--- src/rtl/core/linear_probe_hash_table_unit_assert.svh ---
// Assertion macros for the linear probing hash table unit.
// Included by the top level; expects signals clk and rst in scope.
`ifndef LINEAR_PROBE_HASH_TABLE_UNIT_ASSERT_SVH
`define LINEAR_PROBE_HASH_TABLE_UNIT_ASSERT_SVH

// The consequent must hold in the same cycle as the antecedent.
`define LPHT_ASSERT_SAME(label, ante, cons, msg) \
  label: assert property (@(posedge clk) disable iff (rst) (ante) |-> (cons)) \
    else $error(msg);

// The consequent must hold in the cycle after the antecedent.
`define LPHT_ASSERT_NEXT(label, ante, cons, msg) \
  label: assert property (@(posedge clk) disable iff (rst) (ante) |=> (cons)) \
    else $error(msg);

`endif

--- src/rtl/core/lpht_pkg.sv ---
// Package for the linear probing hash table unit.
// Holds field widths, operation and status codes and the sequencer states.
`default_nettype none

package lpht_pkg;

  localparam int KEY_W            = 31;
  localparam int TYPE_W           = 2;
  localparam int STATUS_W         = 2;
  localparam int SLOT_W           = 4;
  localparam int DEF_TABLE_SIZE   = 16;

  typedef enum logic [TYPE_W-1:0] {
    OP_INSERT = 2'd0,
    OP_REMOVE = 2'd1,
    OP_SEARCH = 2'd2
  } op_t;

  typedef enum logic [STATUS_W-1:0] {
    ST_OK      = 2'd0,
    ST_MISSING = 2'd1,
    ST_FULL    = 2'd2
  } status_t;

  typedef enum logic [2:0] {
    S_CLEAR,
    S_IDLE,
    S_MOD,
    S_PROBE,
    S_DONE
  } state_t;

endpackage

`default_nettype wire

--- src/rtl/core/lpht_req_if.sv ---
// Request and response channel interfaces of the hash table unit.
// Depends on lpht_pkg for the field widths.
`default_nettype none

interface lpht_req_if
  import lpht_pkg::*;
  ();
  logic              valid;
  logic              ready;
  logic [TYPE_W-1:0] req_type;
  logic [KEY_W-1:0]  key;

  modport source (output valid, output req_type, output key, input ready);
  modport sink (input valid, input req_type, input key, output ready);
endinterface

interface lpht_rsp_if
  import lpht_pkg::*;
  ();
  logic                valid;
  logic                ready;
  logic [STATUS_W-1:0] status;
  logic [SLOT_W-1:0]   slot;

  modport source (output valid, output status, output slot, input ready);
  modport sink (input valid, input status, input slot, output ready);
endinterface

`default_nettype wire

--- src/rtl/core/linear_probe_hash_table_unit.sv ---
// Linear probing hash table unit. A request passes through the remainder unit,
// then probes the table from the home slot on, at most TABLE_SIZE slots, one
// slot probed per cycle, and then loads the response register.
// A new request can be taken in the cycle after the response register is loaded.
// After reset the unit sweeps the table memory, marking every slot empty, and
// accepts no transaction until the sweep is complete.
`default_nettype none

module linear_probe_hash_table_unit
  import lpht_pkg::*;
#(
  parameter int TABLE_SIZE = DEF_TABLE_SIZE
) (
  input  wire logic  clk,
  input  wire logic  rst,
  lpht_req_if.sink   req,
  lpht_rsp_if.source rsp
);

  `include "linear_probe_hash_table_unit_assert.svh"

  localparam int IDX_W = $clog2(TABLE_SIZE);
  localparam logic [IDX_W-1:0] LAST = IDX_W'(TABLE_SIZE - 1);

  state_t state;
  state_t state_next;

  logic [TYPE_W-1:0]   op_r;
  logic [KEY_W-1:0]    key_r;
  logic [IDX_W-1:0]    idx;
  logic [IDX_W-1:0]    probe_cnt;
  logic [IDX_W-1:0]    idx_wrap;

  logic                rem_done;
  logic [IDX_W-1:0]    rem_val;

  logic [KEY_W:0]      table_mem [TABLE_SIZE];
  logic [KEY_W:0]      rd_data;
  logic [IDX_W-1:0]    rd_addr;
  logic                wr_en;
  logic [IDX_W-1:0]    wr_addr;
  logic [KEY_W:0]      wr_data;

  logic                accept;
  logic                is_insert;
  logic                hit;
  logic                probe_end;

  logic [STATUS_W-1:0] res_status;
  logic [IDX_W-1:0]    res_slot;
  logic                rsp_valid;
  logic [STATUS_W-1:0] rsp_status;
  logic [SLOT_W-1:0]   rsp_slot;
  logic [SLOT_W+IDX_W-1:0] slot_ext;

  assign accept    = req.valid && req.ready;
  assign req.ready = (state == S_IDLE);
  assign rsp.valid  = rsp_valid;
  assign rsp.status = rsp_status;
  assign rsp.slot   = rsp_slot;

  lpht_rem #(
    .TABLE_SIZE(TABLE_SIZE)
  ) u_rem (
    .clk  (clk),
    .rst  (rst),
    .start(accept),
    .key  (req.key),
    .done (rem_done),
    .rem  (rem_val)
  );

  always_comb begin
    idx_wrap  = (idx == LAST) ? '0 : idx + 1'b1;
    is_insert = (op_r == OP_INSERT);
    hit       = is_insert ? !rd_data[KEY_W] : (rd_data[KEY_W] && rd_data[KEY_W-1:0] == key_r);
    probe_end = hit || (probe_cnt == LAST);
  end

  always_comb begin
    state_next = state;
    case (state)
      S_CLEAR: begin
        if (idx == LAST) state_next = S_IDLE;
      end
      S_IDLE: begin
        if (req.valid) state_next = S_MOD;
      end
      S_MOD: begin
        if (rem_done) state_next = S_PROBE;
      end
      S_PROBE: begin
        if (probe_end) state_next = S_DONE;
      end
      S_DONE: begin
        if (!rsp_valid || rsp.ready) state_next = S_IDLE;
      end
      default: state_next = S_CLEAR;
    endcase
  end

  always_comb begin
    rd_addr = idx_wrap;
    wr_en   = 1'b0;
    wr_addr = idx;
    wr_data = {1'b0, key_r};
    case (state)
      S_CLEAR: begin
        wr_en   = 1'b1;
        wr_data = '0;
      end
      S_MOD: begin
        rd_addr = rem_val;
      end
      S_PROBE: begin
        if (hit && op_r == OP_INSERT) begin
          wr_en   = 1'b1;
          wr_data = {1'b1, key_r};
        end else if (hit && op_r == OP_REMOVE) begin
          wr_en   = 1'b1;
        end
      end
      default: begin
        wr_en = 1'b0;
      end
    endcase
  end

  always_ff @(posedge clk) begin
    if (rst) begin
      state     <= S_CLEAR;
      idx       <= '0;
      probe_cnt <= '0;
      rsp_valid <= 1'b0;
    end else begin
      state <= state_next;
      case (state)
        S_CLEAR: begin
          idx <= idx_wrap;
        end
        S_MOD: begin
          if (rem_done) begin
            idx       <= rem_val;
            probe_cnt <= '0;
          end
        end
        S_PROBE: begin
          if (!probe_end) begin
            idx       <= idx_wrap;
            probe_cnt <= probe_cnt + 1'b1;
          end
        end
        default: begin
          idx <= idx;
        end
      endcase
      if (state == S_DONE && (!rsp_valid || rsp.ready)) begin
        rsp_valid <= 1'b1;
      end else if (rsp.ready) begin
        rsp_valid <= 1'b0;
      end
    end
  end

  assign slot_ext = {{SLOT_W{1'b0}}, res_slot};

  always_ff @(posedge clk) begin
    if (accept) begin
      op_r  <= req.req_type;
      key_r <= req.key;
    end
    if (state == S_PROBE && probe_end) begin
      if (hit) begin
        res_status <= ST_OK;
        res_slot   <= idx;
      end else begin
        res_status <= is_insert ? ST_FULL : ST_MISSING;
        res_slot   <= '0;
      end
    end
    if (state == S_DONE && (!rsp_valid || rsp.ready)) begin
      rsp_status <= res_status;
      rsp_slot   <= slot_ext[SLOT_W-1:0];
    end
  end

  always_ff @(posedge clk) begin
    if (wr_en) begin
      table_mem[wr_addr] <= wr_data;
    end
    rd_data <= table_mem[rd_addr];
  end

  `LPHT_ASSERT_SAME(a_miss_slot_zero, rsp.valid && rsp.status != ST_OK, rsp.slot == '0, "Response with a failing status carries a nonzero slot.")
  `LPHT_ASSERT_NEXT(a_accept_starts, accept, state == S_MOD && !rem_done, "Accepted request did not start the remainder unit.")
  `LPHT_ASSERT_SAME(a_full_on_insert, state == S_DONE && res_status == ST_FULL, op_r == OP_INSERT, "Table full reported for an operation other than insert.")
  `LPHT_ASSERT_SAME(a_done_in_mod, rem_done, state == S_MOD, "Remainder finished outside the remainder phase.")

endmodule

`default_nettype wire

--- src/rtl/core/lpht_rem.sv ---
// Remainder unit: key modulo the table size by reciprocal multiplication, registered through stage1, stage2 and done.
// Depends on lpht_pkg for the key width.
`default_nettype none

module lpht_rem
  import lpht_pkg::*;
#(
  parameter int TABLE_SIZE = DEF_TABLE_SIZE
) (
  input  wire logic                          clk,
  input  wire logic                          rst,
  input  wire logic                          start,
  input  wire logic [KEY_W-1:0]              key,
  output logic                               done,
  output logic [$clog2(TABLE_SIZE)-1:0]      rem
);

  localparam int IDX_W   = $clog2(TABLE_SIZE);
  localparam int RECIP_W = 32;
  localparam int PROD_W  = KEY_W + RECIP_W;
  localparam int SHIFT   = KEY_W + IDX_W;
  // The reciprocal is rounded up with KEY_W + IDX_W fraction bits, which makes the
  // quotient exact for every key. Only the low bits of the quotient are needed,
  // since the remainder is below 2**IDX_W.
  localparam logic [63:0] RECIP_FULL =
    ((64'd1 << SHIFT) + 64'(TABLE_SIZE) - 64'd1) / 64'(TABLE_SIZE);
  localparam logic [RECIP_W-1:0] RECIP = RECIP_W'(RECIP_FULL);
  localparam logic [IDX_W-1:0] N_LO = IDX_W'(TABLE_SIZE);

  logic               stage1;
  logic               stage2;
  logic [KEY_W-1:0]   key_q;
  logic [IDX_W-1:0]   key_lo;
  logic [IDX_W-1:0]   quot_lo;
  logic [PROD_W-1:0]  prod;
  logic [2*IDX_W-1:0] back_prod;
  logic [IDX_W-1:0]   rem_next;

  always_comb begin
    prod      = PROD_W'(key_q) * PROD_W'(RECIP);
    back_prod = (2*IDX_W)'(quot_lo) * (2*IDX_W)'(N_LO);
    rem_next  = key_lo - back_prod[IDX_W-1:0];
  end

  always_ff @(posedge clk) begin
    if (rst) begin
      stage1 <= 1'b0;
      stage2 <= 1'b0;
      done   <= 1'b0;
    end else begin
      stage1 <= start;
      stage2 <= stage1;
      done   <= stage2;
    end
  end

  always_ff @(posedge clk) begin
    if (start) begin
      key_q <= key;
    end
    if (stage1) begin
      quot_lo <= prod[SHIFT +: IDX_W];
      key_lo  <= key_q[IDX_W-1:0];
    end
    if (stage2) begin
      rem <= rem_next;
    end
  end

endmodule

`default_nettype wire
--- src/flat_wrapper.sv ---
// flat-port wrapper written by rule: the top's interface ports become plain ports
module linear_probe_hash_table_unit_flat import lpht_pkg::*;
#(
  parameter int TABLE_SIZE = DEF_TABLE_SIZE
)
  (clk, rst, req_valid, req_req_type, req_key, req_ready, rsp_valid, rsp_status, rsp_slot, rsp_ready);
  lpht_req_if req_i ();
  lpht_rsp_if rsp_i ();
  input  wire logic clk;
  input  wire logic rst;
  input wire logic [$bits(req_i.valid)-1:0] req_valid;
  input wire logic [$bits(req_i.req_type)-1:0] req_req_type;
  input wire logic [$bits(req_i.key)-1:0] req_key;
  output wire logic [$bits(req_i.ready)-1:0] req_ready;
  output wire logic [$bits(rsp_i.valid)-1:0] rsp_valid;
  output wire logic [$bits(rsp_i.status)-1:0] rsp_status;
  output wire logic [$bits(rsp_i.slot)-1:0] rsp_slot;
  input wire logic [$bits(rsp_i.ready)-1:0] rsp_ready;
  assign req_i.valid = req_valid;
  assign req_i.req_type = req_req_type;
  assign req_i.key = req_key;
  assign req_ready = req_i.ready;
  assign rsp_valid = rsp_i.valid;
  assign rsp_status = rsp_i.status;
  assign rsp_slot = rsp_i.slot;
  assign rsp_i.ready = rsp_ready;
  linear_probe_hash_table_unit #(.TABLE_SIZE(TABLE_SIZE)) u_core (.clk(clk), .rst(rst), .req(req_i), .rsp(rsp_i));
endmodule
--- config.mk ---
export PLATFORM = sky130hd
export DESIGN_NAME = linear_probe_hash_table_unit_flat
export DESIGN_NICKNAME = d
export VERILOG_FILES = /design/src/rtl/core/lpht_pkg.sv /design/src/rtl/core/lpht_req_if.sv /design/src/rtl/core/linear_probe_hash_table_unit.sv /design/src/rtl/core/lpht_rem.sv /design/src/flat_wrapper.sv
export VERILOG_INCLUDE_DIRS = /design/src /design/src/rtl/core
export SDC_FILE = /design/constraint.sdc
export NUM_CORES = 1
export LEC_CHECK = 0
export BUFFER_PORTS_ARGS = -buffer_cell sky130_fd_sc_hd__buf_2
export CORE_MARGIN = 1.5
export CORE_UTILIZATION = 35
export CTS_CLUSTER_SIZE = 25
export DETAILED_ROUTE_END_ITERATION = 6
export PLACE_DENSITY = 0.52
export SYNTH_ARGS = -nofsm -noshare
export SYNTH_HDL_FRONTEND = slang
export SYNTH_HIERARCHICAL = 1
export SYNTH_SLANG_ARGS = --single-unit
--- constraint.sdc ---
create_clock -name clk -period 14.15 [get_ports clk]
set_input_delay 4.245 -clock clk [delete_from_list [all_inputs] [get_ports clk]]
set_output_delay 4.245 -clock clk [all_outputs]
set_load 0.03 [all_outputs]
==> results.md <==
Clock tree:
- Clock-pin slew was measured on the worst setup and hold paths at ~0.060 ns.
- The H-tree was split into 2 levels.
- The buffers inserted during post-CTS setup optimization is 0.
- The insertion delay to the later sink of the worst-skew pair is 0.63 ns.
- In this run, post-CTS repair resized a total of 0 instances.
- The post-cts hold buffer count is 0.
- No sink is reached through more buffers than the 3 on the longest clock path.
- The total clock buffers created by CTS is 61.
- TritonCTS built the clock tree.
- The root buffer cell is sky130_fd_sc_hd__clkbuf_16.
- The number of clock sinks is around 620.

Global routing:
- The wire length of the first global-routing pass is 83100 µm.
- The via count of the first global-routing pass is 11857.
- For this run, the total global-route usage over all layers was measured as 17.1%.
- The largest net degree at the start of global routing is 137.
- The number of antenna violations at the first check in global routing is 1.
- The overflow left after global routing is 0.

Worst setup path:
- The worst setup path category is reg2out.
- The kind of start point of the critical path is a register.
- The data required time at the worst endpoint is between 9 and 10 ns.
- The worst endpoint data arrival time is 1.75 ns.
- STA classifies the critical path endpoint as an output port.
- In this run the worst path has a maximum fanout of 15.

Routing:
- The first detailed-routing pass took 7 iterations.
- The detail route stage leaves a number of antenna-violating nets equal to 0.
- The number of design rule violations left after detail routing is 1.
- The via count normalized by instance count is ~5.2.
- The routed wire length is 58100 µm.
- The wire length per cell after detailed routing is 25.3 µm.
- The final route contains 11945 vias.
- The violation count after the first detailed-routing iteration is 1087.

Floorplanning:
- The floorplan step defined a die boundary enclosing 0.0685 mm².
- In this run the standard cell core region covers about 0.066 mm².
- Once the floorplan was initialized, standard cells occupied 35.5% of the core.
- 45 I/O pins were placed.
- From bottom edge to top edge, the die measures 262 µm.
- After floorplanning, the core was divided into 94 placement rows.
- The die outline width is between 200 and 300 µm.

Synth:
- The share of flip-flops with an asynchronous set or reset is 0%.
- The main flop type after synthesis is sky130_fd_sc_hd__edfxtp_1.
- The synthesized design contains 616 register bits.
- Of all cell types, the one taking the most synthesized area is sky130_fd_sc_hd__edfxtp_1.
- The total nets after synthesis is 1355.
- Summing the sequential cell areas from Yosys gives 77.0% of the chip area.
- The count of unique library cells instantiated by Yosys is 48.
- In this run the mean area of a mapped cell was 17.8 µm².
- The post-synth design cell area is 0.0234 mm².
- Synthesis produced a netlist whose cell count is roughly 1300.
- In this run the biggest area consumer among cell types represents 73.0% of the synthesized area.
- The number of synthesis warnings is 6.
- The count of flip-flops with a built-in enable after synthesis is 569.
- By area the synthesized netlist is led by sky130_fd_sc_hd__edfxtp_1 (73%), sky130_fd_sc_hd__mux2i_1 (11%), sky130_fd_sc_hd__dfxtp_1 (4.0%).

STA:
- The total count of hold-check failures in the final report is 0.
- At the pin with the least slew margin, the transition time is 1.23 ns.
- The final max-slew violation count was 0.
- Headroom to the max-slew limit came out at 17.6%.
- Setup violations remaining at the end of the flow were counted as 0.
- Once routing completed, OpenROAD measured the worst setup slack at 8.16 ns.
- Setup repair after global routing left no endpoint under its margin.
- In the finished design, the share of the clock period the worst path needs comes to 42.4%.
- The final total negative setup slack is 0 ns.
- The final clock skew is 0.0173 ns.
- The minimum period implied by the final worst setup slack is 5.99 ns.
- Derived from the worst setup path, the maximum achievable clock frequency is 167 MHz.

Placed design:
- The number of port buffers is 44.
- The instance area at placement is roughly 0.025 mm².
- Detailed placement ended at an HPWL of 26700 µm.
- The pre-CTS worst setup slack is 8.69 ns.
- The congestion estimate from routability-driven global placement came to 0.733.

Status:
- The run finished, with violations left.
- The checks that failed: DRC.

Final layout:
- The library cells used most frequently in the layout, excluding fill and tap cells, are sky130_fd_sc_hd__edfxtp_1 (569), sky130_fd_sc_hd__mux2i_1 (254), sky130_fd_sc_hd__o22ai_1 (126), sky130_fd_sc_hd__clkbuf_16 (62), sky130_fd_sc_hd__dfxtp_1 (47).
- The area taken by flip-flops and latches is 0.0180 mm².
- Fill cells in the final layout number 5942.
- The area of combinational cells with multiple inputs is just over 0.005 mm².
- The number of nets at the end of the flow is 1425.
- The finished cells cover 0.0267 mm².
- The most frequent standard cell in the layout excluding fill and tap cells is sky130_fd_sc_hd__edfxtp_1.
- The area growth from synthesis to layout is 14.0%.
- In the final layout, the share of cells above drive strength 1 is between 10 and 15%.
- In the final layout, the registers with the most flip-flops are u_core/table_mem (512), u_core/rd_data (32), u_core/key_r (31).
- More flip-flops sit in one register than any other, and that register is u_core/table_mem.
- The number of flip-flops under the largest register name is 512.
- The repair_antennas step left the layout with diodes totalling 0.

Min path:
- The worst hold-check path type is reg2reg.

Pwr:
- The worst-case IR drop observed on VDD is 0.101 mV.
- For this design the ratio of total power to cell area is about 150 mW/mm².
- The leakage component of the power is between 9 and 10 nW.

Run:
- The tool flagged a number of max-cap violations equal to 0.
-- power by group --
part | total, mW | switching, mW | leakage [nW] | internal (mW)
Clock | 1.59 | 0.672 | 0.957 | 0.921
Combinational | 0.251 | 0.162 | 2.30 | 0.0888
Sequential | 2.05 | 0.0216 | 5.74 | 2.03
-- layer usage --
layer	vias up	global-route usage [%]	routed length [µm]
met5	-	0	10
met4	2	4.57	1360
met3	101	2.75	2940
met2	311	28.0	27800
met1	6139	23.7	25900
li1	5392	-	-
-- worst max-delay path, stage by stage, from the launching register on --
cell and delay (ns):
sky130_fd_sc_hd__dfxtp_1 0.63, sky130_fd_sc_hd__nand2_1 0.14, sky130_fd_sc_hd__nor2_1 0.14, sky130_fd_sc_hd__buf_2 0.22
-- cell usage after synthesis, types with 2 or more instances --
cell type	number
sky130_fd_sc_hd__edfxtp_1	569
sky130_fd_sc_hd__mux2i_1	255
sky130_fd_sc_hd__o22ai_1	126
sky130_fd_sc_hd__dfxtp_1	47
sky130_fd_sc_hd__nor2b_1	37
sky130_fd_sc_hd__buf_2	34
sky130_fd_sc_hd__or4_1	32
sky130_fd_sc_hd__xor2_1	24
sky130_fd_sc_hd__nand2_1	21
sky130_fd_sc_hd__nor2_1	19
sky130_fd_sc_hd__clkbuf_1	16
sky130_fd_sc_hd__nor3_1	14
sky130_fd_sc_hd__nor4_1	14
sky130_fd_sc_hd__nand3_1	12
sky130_fd_sc_hd__xnor2_1	8
sky130_fd_sc_hd__a21oi_1	7
sky130_fd_sc_hd__buf_4	7
sky130_fd_sc_hd__inv_1	6
sky130_fd_sc_hd__buf_6	5
sky130_fd_sc_hd__ha_1	5
sky130_fd_sc_hd__o211ai_1	5
sky130_fd_sc_hd__a22oi_1	4
sky130_fd_sc_hd__nand2_4	4
sky130_fd_sc_hd__or3_1	4
sky130_fd_sc_hd__a31oi_1	3
sky130_fd_sc_hd__mux4_2	3
sky130_fd_sc_hd__nand2b_1	3
sky130_fd_sc_hd__nand4_1	3
sky130_fd_sc_hd__and2_4	2
sky130_fd_sc_hd__clkbuf_4	2
sky130_fd_sc_hd__nand3b_1	2
sky130_fd_sc_hd__nor3b_1	2
sky130_fd_sc_hd__o31ai_1	2
sky130_fd_sc_hd__or2_2	2
-- through the flow --
stage | power (mW) | instances | hold WS (ns) | utilization (%)
final | 3.89 | 2298 | 0.422 | 40.5
after floorplan | 2.24 | 1313 | 0.400 | -
after detailed placement | 2.34 | 2184 | 0.405 | 37.5
after global placement | 2.34 | 2184 | 0.403 | 37.5
after global routing | 4.02 | 2298 | 0.428 | 40.5
after CTS | 3.93 | 2298 | 0.424 | 40.5
-- logic make-up (layout without fill, tap and decap cells) --
logic type / Yosys count / after routing / share of synthesized area [%]
buf+inv: 70 / 191 / 1.61
fa+ha+maj: 5 / 5 / 0.267
xor+xnor: 32 / 32 / 1.20
compound gates: 154 / 154 / 4.18
flops: 616 / 616 / 77.0
simple gates: 176 / 176 / 4.47
mux: 260 / 260 / 11.3
-- area by class of cell --
class / count / area share [%]
Sequential cell: 616 / 67.5
Multi-Input combinational cell: 627 / 19.3
Clock buffer: 91 / 6.52
Tap cell: 864 / 4.05
Timing Repair Buffer: 71 / 1.63
Clock inverter: 23 / 0.881
Inverter: 6 / 0.0844
-- final timing paths --
check	startpoint	endpoint	slack [ns]	depth (start not counted)
worst min register to register	u_core/res_status[0]	u_core/rsp.status[0]	0.42	0
worst max-delay path	u_core/state[0]	req_ready	8.16	3
worst min-delay path	u_core/res_status[0]	u_core/rsp.status[0]	0.42	0
worst max register to register	u_core/state[0]	u_core/rd_data[22]	9.04	8
Note: power is estimated with default switching activity, not from simulation.
